### src/dsld_pkg.sv
package dsld_pkg;

  localparam int unsigned BYTE_W  = 8;
  localparam int unsigned POS_W   = 17;
  localparam int unsigned STAT_W  = 2;

  localparam logic [BYTE_W-1:0] SYNC_BYTE      = 8'h68;
  localparam logic [POS_W-1:0]  FRAME_OVERHEAD = 17'd15;
  localparam logic [POS_W-1:0]  POS_SYNC2      = 17'd9;
  localparam logic [POS_W-1:0]  POS_CTRL       = 17'd10;
  localparam logic [POS_W-1:0]  POS_LEN_LO     = 17'd11;
  localparam logic [POS_W-1:0]  POS_LEN_HI     = 17'd12;
  localparam logic [POS_W-1:0]  POS_MIN_LAST   = 17'd14;

  localparam logic [STAT_W-1:0] STAT_HUNT     = 2'd0;
  localparam logic [STAT_W-1:0] STAT_FRAME    = 2'd1;
  localparam logic [STAT_W-1:0] STAT_SYNC_ERR = 2'd2;

  typedef struct packed {
    logic [BYTE_W-1:0] data;
    logic [POS_W-1:0]  pos;
    logic [STAT_W-1:0] status;
    logic [BYTE_W-1:0] ctrl;
    logic              last;
  } dsld_result_t;

endpackage

### src/dsld_in_reg.sv
module dsld_in_reg
  import dsld_pkg::*;
(
  input  logic              clk,
  input  logic              rst_n,
  input  logic              in_valid,
  output logic              in_ready,
  input  logic [BYTE_W-1:0] in_rx_byte,
  input  logic              adv_ready,
  output logic              adv_valid,
  output logic [BYTE_W-1:0] adv_byte
);

  logic              valid_r, valid_nxt;
  logic [BYTE_W-1:0] byte_r;
  logic              load;

  assign in_ready  = !valid_r || adv_ready;
  assign load      = in_valid && in_ready;
  assign adv_valid = valid_r;
  assign adv_byte  = byte_r;

  always_comb begin
    valid_nxt = valid_r;
    if (load) begin
      valid_nxt = 1'b1;
    end else if (adv_ready) begin
      valid_nxt = 1'b0;
    end
  end

  always_ff @(posedge clk) begin
    if (!rst_n) begin
      valid_r <= 1'b0;
    end else begin
      valid_r <= valid_nxt;
    end
  end

  always_ff @(posedge clk) begin
    if (load) begin
      byte_r <= in_rx_byte;
    end
  end

endmodule

### src/dsld_core.sv
module dsld_core
  import dsld_pkg::*;
(
  input  logic              clk,
  input  logic              rst_n,
  input  logic              fire,
  input  logic [BYTE_W-1:0] rx_byte,
  output dsld_result_t      result
);

  logic              in_frame_r, in_frame_nxt;
  logic [POS_W-1:0]  byte_count_r, byte_count_nxt;
  logic [BYTE_W-1:0] len_low_r, len_low_nxt;
  logic [POS_W-1:0]  frame_total_r, frame_total_nxt;
  logic [BYTE_W-1:0] held_ctrl_r, held_ctrl_nxt;
  logic [POS_W-1:0]  pos_inc;

  assign pos_inc = byte_count_r + POS_W'(1);

  always_comb begin
    in_frame_nxt    = in_frame_r;
    byte_count_nxt  = byte_count_r;
    len_low_nxt     = len_low_r;
    frame_total_nxt = frame_total_r;
    held_ctrl_nxt   = held_ctrl_r;
    result.data     = rx_byte;
    result.pos      = '0;
    result.status   = STAT_HUNT;
    result.ctrl     = '0;
    result.last     = 1'b0;

    if (!in_frame_r) begin
      if (rx_byte == SYNC_BYTE) begin
        in_frame_nxt   = 1'b1;
        byte_count_nxt = POS_W'(1);
        result.status  = STAT_FRAME;
      end
    end else begin
      result.pos    = byte_count_r;
      result.status = STAT_FRAME;
      if (byte_count_r == POS_SYNC2 && rx_byte != SYNC_BYTE) begin
        result.status   = STAT_SYNC_ERR;
        in_frame_nxt    = 1'b0;
        byte_count_nxt  = '0;
        len_low_nxt     = '0;
        frame_total_nxt = '0;
        held_ctrl_nxt   = '0;
      end else begin
        if (byte_count_r == POS_CTRL) begin
          held_ctrl_nxt = rx_byte;
        end else if (byte_count_r == POS_LEN_LO) begin
          len_low_nxt = rx_byte;
        end else if (byte_count_r == POS_LEN_HI) begin
          // high byte weighs 256: a concatenation does it
          frame_total_nxt = POS_W'({rx_byte, len_low_r}) + FRAME_OVERHEAD;
        end
        result.ctrl = held_ctrl_nxt;
        if (byte_count_r >= POS_LEN_HI && pos_inc == frame_total_nxt) begin
          result.last     = 1'b1;
          in_frame_nxt    = 1'b0;
          byte_count_nxt  = '0;
          len_low_nxt     = '0;
          frame_total_nxt = '0;
          held_ctrl_nxt   = '0;
        end else begin
          byte_count_nxt = pos_inc;
        end
      end
    end
  end

  always_ff @(posedge clk) begin
    if (!rst_n) begin
      in_frame_r    <= 1'b0;
      byte_count_r  <= '0;
      len_low_r     <= '0;
      frame_total_r <= '0;
      held_ctrl_r   <= '0;
    end else if (fire) begin
      in_frame_r    <= in_frame_nxt;
      byte_count_r  <= byte_count_nxt;
      len_low_r     <= len_low_nxt;
      frame_total_r <= frame_total_nxt;
      held_ctrl_r   <= held_ctrl_nxt;
    end
  end

endmodule

### src/dsld_out_reg.sv
module dsld_out_reg
  import dsld_pkg::*;
(
  input  logic         clk,
  input  logic         rst_n,
  input  logic         load,
  input  dsld_result_t result,
  output logic         stage_ready,
  output logic         out_valid,
  input  logic         out_ready,
  output dsld_result_t out_result
);

  logic         valid_r, valid_nxt;
  dsld_result_t result_r;

  assign stage_ready = !valid_r || out_ready;
  assign out_valid   = valid_r;
  assign out_result  = result_r;

  always_comb begin
    valid_nxt = valid_r;
    if (load) begin
      valid_nxt = 1'b1;
    end else if (out_ready) begin
      valid_nxt = 1'b0;
    end
  end

  always_ff @(posedge clk) begin
    if (!rst_n) begin
      valid_r <= 1'b0;
    end else begin
      valid_r <= valid_nxt;
    end
  end

  always_ff @(posedge clk) begin
    if (load) begin
      result_r <= result;
    end
  end

endmodule

### src/double_sync_length_deframer.sv
// Frame receiver for a byte stream with a doubled 0x68 start and a length field.
// Input channel: in_valid / in_ready / in_rx_byte, one received word per handshake.
// Output channel: out_valid / out_ready and one result word for every input word:
//   the byte itself, its frame position, a status (hunting, frame byte, sync
//   error), the control code once position 10 has arrived, and a last mark on
//   the final byte of a complete frame (length field plus 15 bytes).
// Path: a word accepted on the in channel passes the input register, then the
//   frame tracker and the result register, before it shows on the out channel.
// Throughput: one word per cycle sustained while out_ready stays high; the frame
//   tracker updates in the single logic step between the two registers.
// Reset: synchronous, active low; both stages empty, tracker back to hunting
//   with position, length and control code cleared.
// Stall: when out_ready is low the result holds, the input register still takes
//   one more word, and in_ready drops once both stages are full. No word is lost.
module double_sync_length_deframer
  import dsld_pkg::*;
(
  input  logic              clk,
  input  logic              rst_n,
  input  logic              in_valid,
  output logic              in_ready,
  input  logic [BYTE_W-1:0] in_rx_byte,
  output logic              out_valid,
  input  logic              out_ready,
  output logic [BYTE_W-1:0] out_out_byte,
  output logic [POS_W-1:0]  out_frame_pos,
  output logic [STAT_W-1:0] out_byte_status,
  output logic [BYTE_W-1:0] out_ctrl_code,
  output logic              out_frame_last
);

  logic              adv_valid;
  logic              stage_ready;
  logic              fire;
  logic [BYTE_W-1:0] adv_byte;
  dsld_result_t      result;
  dsld_result_t      out_result;

  assign fire = adv_valid && stage_ready;

  dsld_in_reg u_in_reg (
    .clk        (clk),
    .rst_n      (rst_n),
    .in_valid   (in_valid),
    .in_ready   (in_ready),
    .in_rx_byte (in_rx_byte),
    .adv_ready  (stage_ready),
    .adv_valid  (adv_valid),
    .adv_byte   (adv_byte)
  );

  dsld_core u_core (
    .clk     (clk),
    .rst_n   (rst_n),
    .fire    (fire),
    .rx_byte (adv_byte),
    .result  (result)
  );

  dsld_out_reg u_out_reg (
    .clk         (clk),
    .rst_n       (rst_n),
    .load        (fire),
    .result      (result),
    .stage_ready (stage_ready),
    .out_valid   (out_valid),
    .out_ready   (out_ready),
    .out_result  (out_result)
  );

  assign out_out_byte    = out_result.data;
  assign out_frame_pos   = out_result.pos;
  assign out_byte_status = out_result.status;
  assign out_ctrl_code   = out_result.ctrl;
  assign out_frame_last  = out_result.last;

endmodule

### config.mk
export PLATFORM = sky130hd
export DESIGN_NAME = double_sync_length_deframer
export DESIGN_NICKNAME = d
export VERILOG_FILES = /design/src/dsld_pkg.sv /design/src/dsld_in_reg.sv /design/src/dsld_core.sv /design/src/dsld_out_reg.sv /design/src/double_sync_length_deframer.sv
export SDC_FILE = /design/constraint.sdc
export NUM_CORES = 1
export LEC_CHECK = 0
export BUFFER_PORTS_ARGS = -buffer_cell sky130_fd_sc_hd__buf_2
export CORE_MARGIN = 4
export CORE_UTILIZATION = 50
export CTS_CLUSTER_DIAMETER = 120
export DETAILED_ROUTE_END_ITERATION = 10
export PLACE_DENSITY = 0.72
export SYNTH_ARGS = -nofsm -noshare
export SYNTH_HDL_FRONTEND = slang
export SYNTH_HIERARCHICAL = 1
export SYNTH_SLANG_ARGS = --single-unit
### constraint.sdc
create_clock -name clk -period 2.8 [get_ports clk]
set_clock_uncertainty 0.15 [all_clocks]
set_input_delay 0.28 -clock clk [delete_from_list [all_inputs] [get_ports clk]]
set_output_delay 0.28 -clock clk [all_outputs]
set_load 0.01 [all_outputs]
# Word level (Yosys, flattened, before mapping)
# Index checks and enable logic that the tools add are counted.
[word_totals] ff_bits=97 out_inout_bits=38 word_cells=71
[classes] addsub=2 n_lt_le_gt_ge=1 eq_ne=8 n_mux=30 n_bitwise=1 n_reduce_logical=16
[ops] cell="17-bit two-way mux" count=11
[ops] cell="17-bit by 4-bit == test with 1-bit output (second input constant)" count=4
[ops] cell="8-bit two-way mux" count=7
[ops] cell="16-bit by 4-bit adder with 17-bit output (second input constant)" count=1
[ops] cell="17-bit by 1-bit adder with 17-bit output (second input constant)" count=1
[ops] cell="17-bit == test" count=1
[ops] cell="17-bit by 4-bit greater-or-equal comparator with 1-bit output (second input constant)" count=1
[ops] cell="1-bit two-way mux" count=10
[ops] cell="8-bit by 7-bit == test with 1-bit output (second input constant)" count=1
[ops] cell="8-bit by 7-bit != test with 1-bit output (second input constant)" count=1
[ops] cell="2-bit nonzero test" count=3
[ops] cell="1-bit logical AND" count=4
[ops] cell="2-bit two-way mux" count=2
[ops] cell="2-bit AND reduction" count=2
[ops] cell="4-bit AND reduction" count=1
[ops] cell="3-bit by 2-bit != test with 1-bit output (second input constant)" count=1
[ops] cell="3-bit nonzero test" count=1
[ops] cell="1-bit zero test" count=2
[ops] cell="1-bit logical OR" count=2
[ops] cell="2-bit OR reduction" count=1
[ops] cell="1-bit NOT" count=1

# Depth between registers and ports, before layout
[depth] depth_word=11 mapped_depth=15 mapped_depth_nobuf=11

# Cells and area by module
# Netlist, hierarchy kept.
[by_module_without_submodules] module="dsld_core" instances=1 cells_per_inst=523 area_per_inst_um2=3985.1 seq_area_each_um2=1021.0
[by_module_without_submodules] module="dsld_out_reg" instances=1 cells_per_inst=40 area_per_inst_um2=1129.8 seq_area_each_um2=1101.1
[by_module_without_submodules] module="dsld_in_reg" instances=1 cells_per_inst=13 area_per_inst_um2=297.8 seq_area_each_um2=260.2
[by_module_without_submodules] module="double_sync_length_deframer" instances=1 cells_per_inst=1 area_per_inst_um2=6.3 seq_area_each_um2=0.0

# Worst setup path before layout
# Ideal clock, no wire load.
[synth_path] path_kind="register to register" from="reg u_core.byte_count_r[0]" to="reg u_core.frame_total_r[13]" setup_time_ns=0.117 arrival_ns=2.814 setup_slack_ns=-0.281 stages_incl_launch_ff=13 path_buffers=2 path_cell_list="dfxtp_1 > clkbuf_1 > inv_1 > ha_1 > and4b_1 > and4_1 > buf_4 > a211oi_1 > o22ai_1 > nor4_4 > a211oi_2 > o21a_2 > a22o_1"
[synth_between] elab_chain_len=10 word_cells_on_any_way=16 cone_classes="add/sub (1); order compare (1); eq/ne (5); mux (7); reduce/logical (2)"
[synth_lines] item="start: declaration" line_no="dsld_core.sv:12" rtl="logic [POS_W-1:0] byte_count_r, byte_count_nxt;"
[synth_lines] item="start signal: assignment" line_no="dsld_core.sv:81" rtl="byte_count_r <= byte_count_nxt;"
[synth_lines] item="17-bit by 4-bit == test with 1-bit output" line_no="dsld_core.sv:53" rtl="end else if (byte_count_r == POS_LEN_HI) begin"
[synth_lines] item="17-bit two-way mux" line_no="dsld_core.sv:53"
[synth_lines] item="17-bit two-way mux" line_no="dsld_core.sv:51" rtl="end else if (byte_count_r == POS_LEN_LO) begin"
[synth_lines] item="17-bit two-way mux" line_no="dsld_core.sv:49" rtl="if (byte_count_r == POS_CTRL) begin"
[synth_lines] item="17-bit two-way mux" line_no="dsld_core.sv:41" rtl="if (byte_count_r == POS_SYNC2 && rx_byte != SYNC_BYTE) begin"
[synth_lines] item="17-bit two-way mux" line_no="dsld_core.sv:32" rtl="if (!in_frame_r) begin"
[synth_lines] item="17-bit == test" line_no="dsld_core.sv:58" rtl="if (byte_count_r >= POS_LEN_HI && pos_inc == frame_total_nxt) begin"
[synth_lines] item="1-bit logical AND" line_no="dsld_core.sv:58"
[synth_lines] item="17-bit two-way mux" line_no="dsld_core.sv:58"
[synth_lines] item="17-bit two-way mux *" line_no="dsld_core.sv:41"
[synth_lines] item="end signal: assignment" line_no="dsld_core.sv:83" rtl="frame_total_r <= frame_total_nxt;"
[synth_lines] item="end: declaration" line_no="dsld_core.sv:14" rtl="logic [POS_W-1:0] frame_total_r, frame_total_nxt;"
# Every way passes the cells marked *; elsewhere a longest branch is shown, timed or not. The select of a mux whose other input is x is not followed.
# A chain may end at the register's enable or synchronous reset.

# Worst setup path in the final report
[layout_path] from="reg u_core.len_low_r[0]" to="reg u_core.frame_total_r[2]"
[layout_between] elab_chain_len=10
[layout_lines] item="start: declaration" line_no="dsld_core.sv:13" rtl="logic [BYTE_W-1:0] len_low_r, len_low_nxt;"
[layout_lines] item="start signal: assignment" line_no="dsld_core.sv:82" rtl="len_low_r <= len_low_nxt;"
[layout_lines] item="16-bit by 4-bit adder with 17-bit output *" line_no="dsld_core.sv:55" rtl="frame_total_nxt = POS_W'({rx_byte, len_low_r}) + FRAME_OVERHEAD;"
[layout_lines] item="17-bit two-way mux *" line_no="dsld_core.sv:53"
[layout_lines] item="17-bit two-way mux *" line_no="dsld_core.sv:51"
[layout_lines] item="17-bit two-way mux *" line_no="dsld_core.sv:49"
[layout_lines] item="17-bit two-way mux *" line_no="dsld_core.sv:41"
[layout_lines] item="17-bit two-way mux *" line_no="dsld_core.sv:32"
[layout_lines] item="17-bit == test" line_no="dsld_core.sv:58"
[layout_lines] item="1-bit logical AND" line_no="dsld_core.sv:58"
[layout_lines] item="17-bit two-way mux *" line_no="dsld_core.sv:58"
[layout_lines] item="17-bit two-way mux *" line_no="dsld_core.sv:41"
# Marked as above.

==> flow_metrics.tcl <==
set metrics [dict create \
    grt_pass1_wl_microns 26700 \
    num_vias 5292 \
    synthTopCellsByCount "nand2_1 (67), dfxtp_1 (53), edfxtp_1 (44)" \
    vias_per_cell 5.96 \
    timing.critical_path.mode_cell "buf_4" \
    pre_cts_ws_ns -0.468 \
    grt_max_degree 60 \
    slew_headroom_pct 52.6 \
    syn_nets 594 \
    fmaxAchievable_ghz 0.318 \
    cts_max_level 3 \
    grt_pass1_vias 5295 \
    antenna_left 0 \
    core_area_sq_um 10500 \
    powerDensity_nw_per_um2 345 \
    status "finished with violations" \
    gp_congestion 0.910 \
    io_buffers 49 \
    synth.yosys.seq_area_share_pct 44.0 \
    drc_errors 0 \
    wl_per_cell_microns 19.3 \
    fin_hold_ws_ns 0.0193 \
    min_path_cells 3 \
    grt_usage_pct 26.4 \
    ios 50 \
    synth_cell_type_count 70 \
    rows 37 \
    slew_violations 0 \
    worstSkewPairLatency_ns 0.38 \
    fin_crit_ns 3.15 \
    synth_cells 577 \
    overflow 0 \
    synth-seq-cells 97 \
    rsz0062_at_grt "true" \
    hp-class "input pin to flip-flop" \
    path_cells "buf_4, nor4_4, buf_4, nor2_1, xnor2_2, a211oi_1, o2111ai_2, nor4_4, buf_4, a211oi_4, o21a_4, a22o_1" \
    die_w_microns 112 \
    antenna_found_initial 0 \
    critical_path.endpoint_type "flip-flop" \
    violations "negative setup slack" \
    synth.largest_area_cell "edfxtp_1" \
    clk_path_buf_depth 2 \
    cts.sinks 97 \
    tns_ns -13.32 \
    dr.first_iter.drc_count 510 \
    critPathTopFamily "compound AO/OA/AOI/OAI gates" \
    final_nets 764 \
    cts_root_buffer "clkbuf_8" \
    hold_viol 0 \
    dr.pass1.iters 8 \
    syn_avg_cell_area_sq_um 9.39 \
    cp_num_cells 12 \
    min_period_over_period_pct 112 \
    start_util_pct 51.8 \
    drive_gt1_share_pct 43.2 \
    slowest_stage "a211oi_1" \
    cpPeakStageDelay_ns 0.40 \
    synth-edff-count 44 \
    tightest_slew_ns 0.711 \
    leakage_nw 2.87 \
    cts_tree "built" \
    max_cap_viol_count 0 \
    synth_ff_type "dfxtp_1" \
    worstPathMaxFanout 6 \
    worstPathArrival_ns 3.28 \
    dp_hpwl_microns 11200 \
    cp-start-kind "flip-flop" \
    ff2ff_path_depth 12 \
    cts_buffers 9 \
    crit_required_ns 2.93 \
    ys_async_sr_fraction_pct 0 \
    ys_warn_count 6 \
    num_antenna_cells 0 \
    crit_buf_inv 3 \
    netlist.area_leader.share_pct 24.4 \
    die_h_microns 112 \
    ir_drop_uv 266 \
    syn-cell-area_sq_um 5420 \
    wirelength_microns 17100 \
    critPathKind "flip-flop to flip-flop" \
    setup_slack_ns -0.345 \
    ys_top_cells_by_area "edfxtp_1 (24%), dfxtp_1 (20%), nand2_1 (4.6%), nand4_1 (3.8%), xnor2_1 (3.7%)" \
    dieArea_sq_um 12600 \
    synth.most_common_cell "nand2_1" \
    setup_viol 52 \
    path_clk_slew_ns 0.10 \
    area.growth.synth_to_final_pct 41.1 \
]
-- registers in the layout (all words and copies together), names as in the netlist --
signal                flops
u_core/len_low_r          8
u_core/in_frame_r         1
u_out_reg/out_valid       1
u_core/held_ctrl_r        8
u_core/frame_total_r     17
u_in_reg/adv_valid        1
u_in_reg/adv_byte         8
u_core/byte_count_r      17
u_out_reg/out_result     36
-- placed cells by master, fill, tap and decap left out, types with 4 or more instances in the layout --
master         count
a211o_1            5
a21oi_1           15
a22o_1             6
a31oi_1           12
and2_1            23
buf_12             5
buf_2             49
buf_4            128
buf_6             14
clkbuf_8           9
dfxtp_1           38
dfxtp_2           12
dlygate4sd3_1      9
edfxtp_1          44
inv_1             13
nand2_1           66
nand3_1           31
nand3b_1           7
nand4_1           33
nor2_1            26
nor3_1             6
nor3_2             4
nor4_1             4
nor4_2             5
nor4_4             7
o211ai_1          20
o21ai_1            9
o21ai_2            5
xnor2_1           15
xnor2_2            8
xor2_1            12
-- where the power goes --
| part | leakage [nW] | internal (W) | switching, W |
|---|---|---|---|
| registers | 0.841 | 0.00151 | 0.0000127 |
| logic | 1.94 | 0.0000629 | 0.0000996 |
| clock network | 0.0950 | 0.000424 | 0.000529 |
| total | 2.87 | 0.00199 | 0.000642 |
-- cells by family (layout without fill, tap and decap cells) --
family	after synthesis	in the layout	synth area share, %
buf+inv	70	245	6.37
compound gates	105	105	13.7
fa+ha+maj	5	5	1.15
xor+xnor	38	38	6.40
simple gates	255	255	27.1
mux	7	7	1.29
flops	97	97	44.0
-- area by class of cell --
cell class / instances / area, sq um
multi-input combinational: 410 / 3140
fill: 705 / 2810
sequential: 97 / 2410
timing repair buffer: 210 / 1650
tap: 136 / 170
clock buffer: 10 / 128
inverter: 19 / 78.8
clock inverter: 6 / 73.8
-- worst paths after layout --
| check | slack [ns] | startpoint | end |
|---|---|---|---|
| worst max-delay path | -0.35 | u_core/len_low_r[0]$_SDFFE_PN0P_ | u_core/frame_total_r[2]$_SDFFE_PN0P_ |
| worst min-delay path | 0.02 | out_ready | u_out_reg/out_valid$_SDFFE_PN0P_ |
| worst max register to register | -0.35 | u_core/len_low_r[0]$_SDFFE_PN0P_ | u_core/frame_total_r[2]$_SDFFE_PN0P_ |
| worst min register to register | 0.32 | u_core/frame_total_r[16]$_SDFFE_PN0P_ | u_core/frame_total_r[16]$_SDFFE_PN0P_ |
-- worst register-to-register path: cells and delay by family, from the launching register on --
| family | cells | cell delay (ns) |
|---|---|---|
| AOI/OAI and AO/OA | 5 | 1.20 |
| and+or+nand+nor | 3 | 0.64 |
| DFF | 1 | 0.35 |
| buffers and inverters | 3 | 0.55 |
| xor gates and xnor gates | 1 | 0.16 |
-- layer usage --
metal / up-vias / wire length, microns / track usage [%]
met1: 2559 / 6990 / 35.3
met5: - / 0 / 0
met4: 0 / 518 / 11.0
li1: 2433 / - / -
met3: 42 / 1320 / 5.07
met2: 258 / 8280 / 42.1
-- metrics by stage --
| step | instance area (sq um) | util (%) | power [W] | std cells |
|---|---|---|---|---|
| detailed placement | 6580 | 62.9 | 0.00170 | 836 |
| CTS | 7330 | 70.1 | 0.00264 | 877 |
| global placement | 6580 | 62.9 | 0.00169 | 836 |
| finish | 7650 | 73.1 | 0.00264 | 888 |
| global route | 7650 | 73.1 | 0.00273 | 888 |
| floorplan | 5490 | - | 0.00163 | 577 |
-- timing repair --
item | CTS | global route
gates cloned | 1 | 2
pin swaps | 25 | 28
hold buffers | 9 | 0
resized for setup | 85 | 51
setup endpoints to repair | 52 | 60
setup buffers | 16 | 11
endpoints found under the hold margin | 9 | 0
(Power assumes the default switching activity.)
